==> config.mk <==
export PLATFORM = sky130hd
export DESIGN_NAME = gstd_gcd_unit
export DESIGN_NICKNAME = d
export VERILOG_FILES = /design/src/rtl/gstd_pkg.sv /design/src/rtl/gstd_gcd_unit.sv
export SDC_FILE = /design/constraint.sdc
export NUM_CORES = 1
export LEC_CHECK = 0
export BUFFER_PORTS_ARGS = -buffer_cell sky130_fd_sc_hd__buf_2
export CAP_MARGIN = 10
export CORE_MARGIN = 2
export CORE_UTILIZATION = 30
export DETAILED_ROUTE_END_ITERATION = 10
export PLACE_DENSITY_LB_ADDON = 0.08
export SLEW_MARGIN = 20
export SYNTH_ARGS = -nofsm -noshare
export SYNTH_HDL_FRONTEND = slang
export SYNTH_SLANG_ARGS = --single-unit
==> constraint.sdc <==
create_clock -name clk -period 9.1 [get_ports clk]
set_input_delay 0 -clock clk [delete_from_list [all_inputs] [get_ports clk]]
set_output_delay 0 -clock clk [all_outputs]
set_load 0.1 [all_outputs]
==> src/rtl/gstd_pkg.sv <==
// gstd_pkg: shared types and constants of the gcd segment tree block
// no dependencies
`timescale 1ns / 1ps

package gstd_pkg;

  localparam int IDX_W = 10;
  localparam int VAL_W = 32;
  localparam int LEN_W = 11;
  localparam int SHF_W = $clog2(VAL_W);

  localparam logic CMD_UPDATE = 1'b0;
  localparam logic CMD_QUERY  = 1'b1;

  typedef logic [VAL_W-1:0] val_t;
  typedef logic [IDX_W-1:0] idx_t;
  typedef logic [LEN_W-1:0] len_t;

  typedef enum logic [3:0] {
    ST_CLEAR,
    ST_IDLE,
    ST_U_RDL,
    ST_U_RDR,
    ST_U_GO,
    ST_U_WAIT,
    ST_Q_NORM,
    ST_Q_RD,
    ST_Q_GO,
    ST_Q_WAIT
  } state_t;

endpackage

==> src/rtl/gstd_gcd_unit.sv <==
// gstd_gcd_unit: binary gcd, one shift or subtract per cycle
// depends on gstd_pkg
`timescale 1ns / 1ps

module gstd_gcd_unit import gstd_pkg::*; (
  input  logic clk,
  input  logic rst_n,
  input  logic start,
  input  val_t a_in,
  input  val_t b_in,
  output logic done,
  output val_t res
);

  val_t             a_r, a_nxt;
  val_t             b_r, b_nxt;
  logic [SHF_W-1:0] k_r, k_nxt;
  logic             busy_r, busy_nxt;
  logic             done_r, done_nxt;
  val_t             res_r, res_nxt;

  always_comb begin
    a_nxt    = a_r;
    b_nxt    = b_r;
    k_nxt    = k_r;
    busy_nxt = busy_r;
    done_nxt = 1'b0;
    res_nxt  = res_r;
    if (start) begin
      a_nxt    = a_in;
      b_nxt    = b_in;
      k_nxt    = '0;
      busy_nxt = 1'b1;
    end else if (busy_r) begin
      priority if (a_r == '0 || b_r == '0) begin
        res_nxt  = (a_r | b_r) << k_r;
        done_nxt = 1'b1;
        busy_nxt = 1'b0;
      end else if (!a_r[0] && !b_r[0]) begin
        a_nxt = a_r >> 1;
        b_nxt = b_r >> 1;
        k_nxt = k_r + 1'b1;
      end else if (!a_r[0]) begin
        a_nxt = a_r >> 1;
      end else if (!b_r[0]) begin
        b_nxt = b_r >> 1;
      end else if (a_r >= b_r) begin
        a_nxt = (a_r - b_r) >> 1;
      end else begin
        b_nxt = (b_r - a_r) >> 1;
      end
    end
  end

  always_ff @(posedge clk) begin
    if (!rst_n) begin
      busy_r <= 1'b0;
      done_r <= 1'b0;
    end else begin
      busy_r <= busy_nxt;
      done_r <= done_nxt;
    end
    a_r   <= a_nxt;
    b_r   <= b_nxt;
    k_r   <= k_nxt;
    res_r <= res_nxt;
  end

  assign done = done_r;
  assign res  = res_r;

endmodule

==> summary.md, run 1 <==
| Metric | Value |
|---|---|
| Core Region | ~0.035 mm^2 |
| CTS Buf Count | 9 |
| R2R depth | 9 |
| Post-DP HPWL | between 30,000 and 40,000 um |
| # Post-CTS Setup Buffers | 0 |
| Finished Layout Cells | 1,794 |
| H-Tree Depth | 3 |
| Unrepaired setup endpoints after global routing | false |
| Port buffer count | 99 |
| Hold Path Stages | 3 |
| Ranking of synthesized cells by area | edfxtp_1, ha_1, a21oi_1, inv_1, xnor2_1 |
| Max frequency | 0.233 GHz |
| Die H | approximately 190 um |
| Mapped cell area | approximately 0.011 mm^2 |
| Post_cts resized | 0 |
| Synth cell types | just under 70 |
| Syn nets | 1,394 |
| Req. time, crit path | 9.10 ns |
| Setup TNS | 0 ns |
| Hold_buf cts | 60 |
| Status | finished clean |
| Worst r2r dst | b_r[11]$_DFFE_PP_ |
| Drt first pass iters | 5 |
| Leakage power | around 4.9 nW |
| EDFF count, synth | 96 |
| Area post-placement | 0.0114 mm^2 |
| CP top delay family | compound AO/OA/AOI/OAI gates |
| CP cell instances | inv_1 -> ha_1 -> inv_2 -> a21oi_1 -> o31ai_1 -> a2111o_1 -> o22a_2 -> nand2_1 -> o31a_2 |
| Worst Hold Path EP | b_r[4]$_DFFE_PP_ |
| Setup ws final | just under 5 ns |
| WHS | 0.0176 ns |
| Worst flop-to-flop path startpoint | b_r[21]$_DFFE_PP_ |
| Cell Rows | 68 |
| Place WS | about 4.8 ns |
| First-pass GRT wire length | roughly 63,000 um |
| CTS Buffer Depth | 2 |
| Max FO, Critical Path | 31 |
| Tot GR Track Use | between 20% and 30% |
| Max Clock Skew | between 0.02 and 0.03 ns |
| Worst skew pair latency | 0.40 ns |
| CTS tree | done |
| DR iter-0 viols | slightly below 800 |
| Yosys reg bits | between 100 and 150 |
| Initial Util | a little under a third |
| Hold Vio Cnt, Final | 0 |
| Slew HR | 32.3% |
| HP Start | b_in[4] |
| WL/cell | 23.2 um |
| Slew @ Worst Pin | about 1 ns |
| Sequential-to-total area share from yosys stat | ~29% |
| R2R Setup Slk | between 4 and 5 ns |
| Peak supply drop | 110 uV |
| Area leader, netlist | edfxtp_1 |
| Worst EP arrival | around 4.3 ns |
| Filler cell count | 3,700 |
| Tot Pwr | about 2.7 mW |
| Final core occ | between 30% and 40% |
| Die width | 191 um |
| Full die area | about 0.037 mm^2 |
| DR vias/cell | about 5.5 |
| Boundary pin count | 100 |
| Remaining DRCs | 0 |
| Fin nets | about 1.5k |
| Most frequent cell after synthesis | inv_1 |
| Via count | 9,828 |
| Final setup viols | 0 |
| Vias in the first global route | 9,786 |
| CP Class | reg -> reg |
| Initial antenna violation count | 0 |
| Max-Cap Viols | 0 |
| Total gr overflow | 0 |
| Yosys warns | 0 |
| Post-synth top cells | inv_1, a21oi_1, nor2_1, ha_1, edfxtp_1 |
| Diode count | 0 |
| Routability congestion estimate | between 0.9 and 1 |
| PwrDens | between 200 and 250 mW/mm^2 |
| Hold Crit Class | in -> reg |
| CTS clk-pin slew, worst paths | around 0.08 ns |
| Synth async-reset ratio | 0% |
| Root Driver | clkbuf_16 |
| Top-area cell type share of the netlist area | 27.3% |
| CP Buf/Inv Count | 2 |
| Routed Antenna Nets | 0 |
| Post-Synthesis Cells | 1,228 |
| Final WL | roughly 42,000 um |
| DP Cell Count | ~1.7k |
| Clk sinks | just over 100 |
| Critical Path Sink Type | register |
| Fin. max-slew vios | 0 |
| Pin count of the biggest net entering global routing | 64 |
| Final Instance Area | between 0.01 and 0.015 mm^2 |
| Worst setup SP type | register |
| Slowest stage delay, CP | 0.91 ns |
| Period minus WS final | roughly 4.3 ns |
| Share of cells above drive strength 1 | between 10% and 20% |
| Ys flop type | edfxtp_1 |
| Slowest CP cell | o31a_2 |
| P&R area growth vs syn | 16.5% |
| Mapped Avg Cell Area | 8.59 um^2 |
| Fin crit share | between 40% and 50% |
layer usage:
layer	GRT usage (%)	part of all wire [%]
met1	30.7	45
met4	8.70	3.3
met5	0	0
met3	2.68	4.0
met2	38.5	47
area by class of cell:
type | count | area (um^2) | share of cell area, %
multi-input combinational | 914 | 6700 | 54.6
sequential | 103 | 3030 | 24.6
timing repair buffer | 172 | 1200 | 9.74
tap | 455 | 569 | 4.64
inverter | 134 | 503 | 4.10
clock buffer | 9 | 225 | 1.83
clock inverter | 7 | 61.3 | 0.499
sequential cells by signal (all words and copies together), names as in the netlist:
register  cells
a_r          32
b_r          32
res          32
k_r           5
busy_r        1
done          1
worst max-delay path by stage:
| stage | start | to | slack (ns) | cells after the start |
|---|---|---|---|---|
| after floorplan | a_r[0]$_DFFE_PP_ | a_r[10]$_DFFE_PP_ | 5.02 | 11 |
| after global placement | b_r[21]$_DFFE_PP_ | b_r[11]$_DFFE_PP_ | 4.89 | 9 |
| after detailed placement | b_r[21]$_DFFE_PP_ | b_r[12]$_DFFE_PP_ | 4.85 | 9 |
| after CTS | b_r[21]$_DFFE_PP_ | b_r[11]$_DFFE_PP_ | 4.83 | 9 |
| after global routing | b_r[21]$_DFFE_PP_ | b_r[12]$_DFFE_PP_ | 4.61 | 9 |
| final | b_r[21]$_DFFE_PP_ | b_r[11]$_DFFE_PP_ | 4.81 | 9 |
cell usage in the layout (no fill, tap or decap), types with 14 or more instances in the layout:
master,instances
ha_1,97
o21a_1,14
mux4_2,16
buf_4,14
dlygate4sd3_1,60
nor2_1,98
nor4_1,31
nor2b_1,22
o21ai_0,47
o221ai_1,16
buf_2,98
xnor2_1,51
inv_1,131
nand3_1,14
nor3_1,27
mux2i_1,27
a21oi_1,130
nand2_1,77
o31ai_1,25
edfxtp_1,96
a221oi_1,18
and2_1,14
mux2_2,15
logic make-up after synthesis:
group	count (synthesis)	share of synthesized area, %
compound gates	375	24.1
simple gates	326	15.1
buf+inv	211	8.00
flops	103	28.7
fa+ha+maj	99	11.9
mux	58	7.58
xor+xnor	56	4.65
worst min-delay path: cells and delay by family:
| family | cells | cell delay, ns |
|---|---|---|
| buffers and inverters | 2 | 0.15 |
| AO/OA/AOI/OAI | 1 | 0.08 |
power by group:
group | leakage, nW | internal (mW) | switching, mW
Clock | 0.142 | 0.192 | 0.215
Sequential | 0.985 | 0.605 | 0.0915
Combinational | 3.76 | 0.579 | 1.00
Total | 4.89 | 1.38 | 1.31
No activity file was read; power rests on OpenSTA's default activity.
==> run 2: changes to the inputs <==
==> constraint.sdc (replaced) <==
create_clock -name clk -period 4.1 [get_ports clk]
set_input_delay 0 -clock clk [delete_from_list [all_inputs] [get_ports clk]]
set_output_delay 0 -clock clk [all_outputs]
set_load 0.1 [all_outputs]
==> run 2 against run 1 <==
  * Cell area is 1.7% higher
  * Die area unchanged
  * Power is 130% higher
  * Setup slack worse by 4.5 ns
  * Count of clock-buffer cells in the layout stayed put
  * Worst hold slack better by 0.00066 ns
  * Clock power increased by 150%
  * First-iteration DRC count up 7.9%
==> summary.md, run 2 (synthesis results as in run 1) <==
| Metric | Value |
|---|---|
| Met1 WL | 18,800 um (-0.75%) |
| Worst EP arrival | 3.99 ns (-0.31 ns) |
| Hold Crit Class | in -> reg |
| Leakage power | 5.02 nW (+2.7%) |
| Routed Antenna Nets | 0 (unchanged) |
| Via count | 9,942 (+1.2%) |
| Tot GR Track Use | 23.2% (+0.034 points) |
| Commonest non-fill, non-tap cell in the layout | inv_1 |
| Post-DP HPWL | 33,300 um (+2.0%) |
| H-Tree Depth | 3 (unchanged) |
| Initial antenna violation count | 0 (unchanged) |
| Routability congestion estimate | 0.957 (-1.6%) |
| Initial Util | 30.5% (unchanged) |
| Wire length on met3 | 2540 um (+52%) |
| Critical Path Sink Type | register |
| Root Driver | clkbuf_16 |
| Period minus WS final | 3.76 ns (-0.532 ns) |
| Drt first pass iters | 5 (unchanged) |
| Diode count | 0 (unchanged) |
| CTS Buf Count | 9 (unchanged) |
| Max Clock Skew | 0.0212 ns (-0.00451 ns) |
| Max frequency | 0.266 GHz (+14%) |
| CTS clk-pin slew, worst paths | 0.10 ns (+0.02 ns) |
| Final setup viols | 0 (unchanged) |
| WL/cell | 23.2 um (-0.14%) |
| Fin nets | 1,524 (+1.6%) |
| Full die area | 0.0367 mm^2 (unchanged) |
| Slew HR | 31.7% (-0.52 points) |
| Slew @ Worst Pin | 1.02 ns (-0.000853 ns) |
| CTS tree | done |
| Worst skew pair latency | 0.41 ns (about the same) |
| Slowest stage delay, CP | 0.74 ns (-0.17 ns) |
| Setup ws final | 0.337 ns (-4.47 ns) |
| Pin count of the biggest net entering global routing | 52 (-19%) |
| Total gr overflow | 0 (unchanged) |
| DP Cell Count | 1,743 (+1.5%) |
| P&R area growth vs syn | 18.5% |
| Slowest CP cell | nor4_1 |
| Final WL | 42,100 um (+1.2%) |
| Fin. max-slew vios | 0 (unchanged) |
| Cell Rows | 68 (unchanged) |
| Most frequent cells in the layout | inv_1, a21oi_1, nor2_1, buf_2, ha_1 |
| R2R depth | 9 (unchanged) |
| Final core occ | 36.2% (+0.62 points) |
| Fin crit share | 91.8% (+45 points) |
| Max FO, Critical Path | 13 (-58%) |
| Setup TNS | 0 ns (unchanged) |
| Die H | 191 um (unchanged) |
| Finished Layout Cells | 1,818 (+1.3%) |
| Place WS | 0.347 ns (-4.50 ns) |
| Hold Path Stages | 3 (unchanged) |
| First-pass GRT wire length | 62,100 um (-1.4%) |
| Remaining DRCs | 0 (unchanged) |
| CTS Buffer Depth | 2 (unchanged) |
| Core Region | 0.0345 mm^2 (unchanged) |
| CP Class | reg -> reg |
| Met2 Wirelength | 19,800 um (+0.53%) |
| WHS | 0.0183 ns (+0.000657 ns) |
| Boundary pin count | 100 (unchanged) |
| Req. time, crit path | 4.33 ns (-4.77 ns) |
| Unrepaired setup endpoints after global routing | false |
| Vias in the first global route | 9,791 (+0.051%) |
| DR vias/cell | 5.47 (-0.18%) |
| CP cell instances | inv_1 -> ha_1 -> nor4_1 -> and2_1 -> o21a_1 -> o22a_2 -> and4_4 -> nand2b_1 -> o221ai_1 |
| Hold Vio Cnt, Final | 0 (unchanged) |
| DR iter-0 viols | 846 (+7.9%) |
| PwrDens | 493 mW/mm^2 (+130%) |
| Die width | 191 um (unchanged) |
| Status | finished clean |
| Top sig layer | met4 |
| Port buffer count | 99 (unchanged) |
| Max-Cap Viols | 0 (unchanged) |
| Share of cells above drive strength 1 | 16.3% (+1.6 points) |
| Peak supply drop | 275 uV (+150%) |
| Clk sinks | 103 (unchanged) |
| Worst setup SP type | register |
## run 2: cell types whose count changed in the layout (fill, tap and decap cells not counted)
cell / before / now
clkinv_1: 1 / 0
inv_6: 2 / 0
inv_8: 2 / 3
o31ai_2: 1 / 0
bufinv_16: 0 / 1
a2111oi_1: 0 / 1
a2111oi_0: 3 / 2
buf_12: 0 / 1
clkinvlp_4: 0 / 1
o31ai_1: 25 / 26
dlygate4sd3_1: 60 / 59
buf_4: 14 / 38
## run 2: final timing paths
kind | startpoint | to | slack, ns
setup / recovery | a_r[25]$_DFFE_PP_ | a_r[21]$_DFFE_PP_ | 0.34
hold / removal | b_in[8] | b_r[8]$_DFFE_PP_ | 0.02
setup reg to reg | a_r[25]$_DFFE_PP_ | a_r[21]$_DFFE_PP_ | 0.34
hold reg to reg | a_r[11]$_DFFE_PP_ | a_r[10]$_DFFE_PP_ | 0.73
## run 2: repair_timing
| item | 4_1_cts | 5_1_grt |
|---|---|---|
| hold buffers | 59 | 0 |
| setup buffers | 0 | 0 |
| hold endpoints to repair | 60 | 0 |
| resized for setup | 0 | 1 |
| setup endpoints to repair | 0 | 1 |
## run 2: cell type report
class,count,area (um^2)
Timing Repair Buffer,196,1390
Inverter,134,503
Multi-Input combinational cell,914,6700
Clock buffer,9,225
Fill cell,3696,22000
Clock inverter,7,88.8
Tap cell,455,569
Sequential cell,103,3030
## run 2: per-layer routing
metal,track usage [%],up-vias
met2,38.5,295
met1,30.6,4858
met3,4.46,50
met4,6.45,0
li1,-,4739
met5,0,-
## run 2: worst max-delay path, delay by kind of cell, from the launching register on
| kind | cells | cell delay [ns] |
|---|---|---|
| and+or+nand+nor | 4 | 1.76 |
| AOI/OAI and AO/OA | 3 | 0.67 |
| adders and majority gates | 1 | 0.52 |
| DFF | 1 | 0.51 |
| buffers and inverters | 1 | 0.11 |
## run 2: power breakdown
group	total, mW	internal, mW	leakage, nW	switching [mW]
combinational	3.60	1.36	3.88	2.24
sequential	1.56	1.34	0.985	0.218
clock	0.999	0.490	0.152	0.509
total	6.16	3.19	5.02	2.97
## run 2: through the flow
step / area (um^2) / total power [mW]
finish: 12500 / 6.16
global route: 12500 / 6.54
CTS: 12500 / 6.13
detailed placement: 11600 / 5.07
global placement: 11600 / 5.12
floorplan: 10500 / 3.89
==> run 3: changes to the inputs <==
--- a/config.mk
+++ b/config.mk
@@ -5,11 +5,10 @@
 export SDC_FILE = /design/constraint.sdc
 export NUM_CORES = 1
 export LEC_CHECK = 0
-export BUFFER_PORTS_ARGS = -buffer_cell sky130_fd_sc_hd__buf_2
-export CAP_MARGIN = 10
 export CORE_MARGIN = 2
 export CORE_UTILIZATION = 30
 export DETAILED_ROUTE_END_ITERATION = 10
+export DONT_BUFFER_PORTS = 1
 export PLACE_DENSITY_LB_ADDON = 0.08
 export SLEW_MARGIN = 20
 export SYNTH_ARGS = -nofsm -noshare
==> run 3 against run 2 <==
  * Clock power decreased by 8.9%
  * Wire length increased by 0.60%
  * Non-clock buffer count decreased by 85
  * Register-to-register slack improved by 0.02 ns
  * Die area unchanged
==> summary.md, run 3 (synthesis results as in run 1) <==
| Metric | Value |
|---|---|
| CTS Buffer Depth | 2 (unchanged) |
| Gate power share | 60.0% (+1.5 points) |
| Period minus WS final | 3.75 ns (-0.0172 ns) |
| Place WS | 0.416 ns (+0.0685 ns) |
| Die H | 191 um (unchanged) |
| Worst EP arrival | 3.89 ns (-0.10 ns) |
| Commonest non-fill, non-tap cell in the layout | inv_1 |
| Port buffer count | 0 (-100%) |
| Slew HR | 37.0% (+5.3 points) |
| WL/cell | 24.5 um (+5.5%) |
| PwrDens | 502 mW/mm^2 (+1.8%) |
| Status | finished clean |
| Initial antenna violation count | 1 (+1) |
| Routability congestion estimate | 0.942 (-1.6%) |
| Via count | 9,587 (-3.6%) |
| Max FO, Critical Path | 9 (-4) |
| Tot GR Track Use | 23.3% (+0.12 points) |
| Fin. max-slew vios | 0 (unchanged) |
| Setup TNS | 0 ns (unchanged) |
| Most frequent cells in the layout | inv_1, a21oi_1, nor2_1 |
| Post_cts resized | 0 (unchanged) |
| # Post-CTS Setup Buffers | 0 (unchanged) |
| Worst r2r dst | b_r[25]$_DFFE_PP_ |
| DR vias/cell | 5.53 (+1.2%) |
| Setup ws final | 0.355 ns (+0.0172 ns) |
| Boundary pin count | 100 (unchanged) |
| Final WL | 42,400 um (+0.60%) |
| CTS tree | done |
| Fin nets | 1,439 (-5.6%) |
| Max Clock Skew | 0.0156 ns (-0.00562 ns) |
| Worst Hold Path EP | b_r[26]$_DFFE_PP_ |
| Hold Path Stages | 3 (unchanged) |
| Drt first pass iters | 5 (unchanged) |
| Remaining DRCs | 0 (unchanged) |
| Area post-placement | 0.0112 mm^2 (-3.7%) |
| Full die area | 0.0367 mm^2 (unchanged) |
| Hold Crit Class | in -> reg |
| Filler cell count | 3,663 (-0.89%) |
| Die width | 191 um (unchanged) |
| Sequential fraction of design power | 25.1% (-0.2 points) |
| CTS clk-pin slew, worst paths | 0.09 ns (about the same) |
| Cell Rows | 68 (unchanged) |
| Root Driver | clkbuf_16 |
| CTS Buf Count | 9 (unchanged) |
| Post-DP HPWL | 33,200 um (-0.16%) |
| R2R Setup Slk | 0.35 ns (+0.02 ns) |
| HP Start | b_in[26] |
| Final setup viols | 0 (unchanged) |
| Sw Ratio | 48.4% (+0.24 points) |
| Initial Util | 30.5% (unchanged) |
| H-Tree Depth | 3 (unchanged) |
| CP Class | reg -> reg |
| Routed Antenna Nets | 0 (unchanged) |
| Slew @ Worst Pin | 0.945 ns (-0.0702 ns) |
| Final core occ | 35.1% (-1.1 points) |
| WHS | 0.0125 ns (-0.00572 ns) |
| Leakage power | 4.70 nW (-6.5%) |
| Core Region | 0.0345 mm^2 (unchanged) |
| Worst setup SP type | register |
| Max frequency | 0.267 GHz (+0.46%) |
| R2R depth | 11 (+2) |
| Worst flop-to-flop path startpoint | b_r[2]$_DFFE_PP_ |
| Hold_buf cts | 65 (+10%) |
| Total gr overflow | 0 (unchanged) |
| Diode count | 0 (unchanged) |
| Req. time, crit path | 4.24 ns (-0.09 ns) |
| Int Pwr | 3.14 mW (-1.7%) |
| P&R area growth vs syn | 15.0% |
| Final Instance Area | 0.0121 mm^2 (-3.0%) |
| Critical Path Sink Type | register |
| Vias in the first global route | 9,402 (-4.0%) |
| Hold Vio Cnt, Final | 0 (unchanged) |
| Unrepaired setup endpoints after global routing | false |
| Worst skew pair latency | 0.40 ns (about the same) |
| Fin crit share | 91.4% (-0.42 points) |
| Share of cells above drive strength 1 | 10.4% (-5.9 points) |
| Peak supply drop | 275 uV (about the same) |
| Max-Cap Viols | 0 (unchanged) |
| DR iter-0 viols | 806 (-4.7%) |
| First-pass GRT wire length | 62,500 um (+0.68%) |
| Pin count of the biggest net entering global routing | 130 (+150%) |
| Sw power | 2.95 mW (-0.76%) |
| Clk sinks | 103 (unchanged) |
| Clk pwr share | 15.0% (-1.2 points) |
-- run 3: area by class of cell --
| type | count | area, um^2 | share of cell area (%) |
|---|---|---|---|
| multi-input combinational | 914 | 6700 | 55.3 |
| timing repair buffer | 111 | 1040 | 8.57 |
| clock inverter | 7 | 60.1 | 0.495 |
| sequential | 103 | 3030 | 25.0 |
| inverter | 134 | 503 | 4.15 |
| clock buffer | 9 | 225 | 1.86 |
| tap | 455 | 569 | 4.70 |
-- run 3: worst max path at each step --
stage / slack (ns) / cells after the start / to / from
after floorplan: 0.02 / 11 / a_r[10]$_DFFE_PP_ / a_r[0]$_DFFE_PP_
after global placement: 0.40 / 9 / a_r[27]$_DFFE_PP_ / b_r[24]$_DFFE_PP_
after detailed placement: 0.42 / 10 / a_r[21]$_DFFE_PP_ / a_r[17]$_DFFE_PP_
after CTS: 0.42 / 10 / a_r[24]$_DFFE_PP_ / a_r[17]$_DFFE_PP_
after global routing: 0.21 / 11 / b_r[29]$_DFFE_PP_ / b_r[2]$_DFFE_PP_
final: 0.35 / 11 / b_r[25]$_DFFE_PP_ / b_r[2]$_DFFE_PP_
-- run 3: per-layer routing --
| metal | wire [um] | track usage [%] |
|---|---|---|
| met3 | 1320 | 2.83 |
| met5 | 0 | 0 |
| met4 | 755 | 5.83 |
| met1 | 19600 | 30.9 |
| met2 | 20700 | 40.1 |
-- run 3: critical path: stages, from the launching register on --
cell and delay (ns):
edfxtp_1 0.55, inv_1 0.12, ha_1 0.48, o21bai_1 0.16, a221oi_1 0.58, o311ai_2 0.24
a2111oi_0 0.46, buf_4 0.20, nor2_1 0.08, a21oi_1 0.35, xnor2_1 0.17, o21ai_1 0.10
-- run 3: per-stage QoR --
step           power (mW)  instances
5_1_grt              6.46       1733
3_3_place_gp         5.13       1652
4_1_cts              6.09       1733
6_report             6.09       1733
2_1_floorplan        3.89       1228
3_5_place_dp         5.06       1652
-- run 3: power groups by stage --
stage          Combinational (mW)  Clock, mW  Sequential [mW]
6_report                     3.65      0.910             1.53
5_1_grt                      3.95      0.966             1.54
4_1_cts                      3.61      0.949             1.53
3_5_place_dp                 3.51          0             1.55
3_3_place_gp                 3.57          0             1.56
2_1_floorplan                2.43          0             1.46
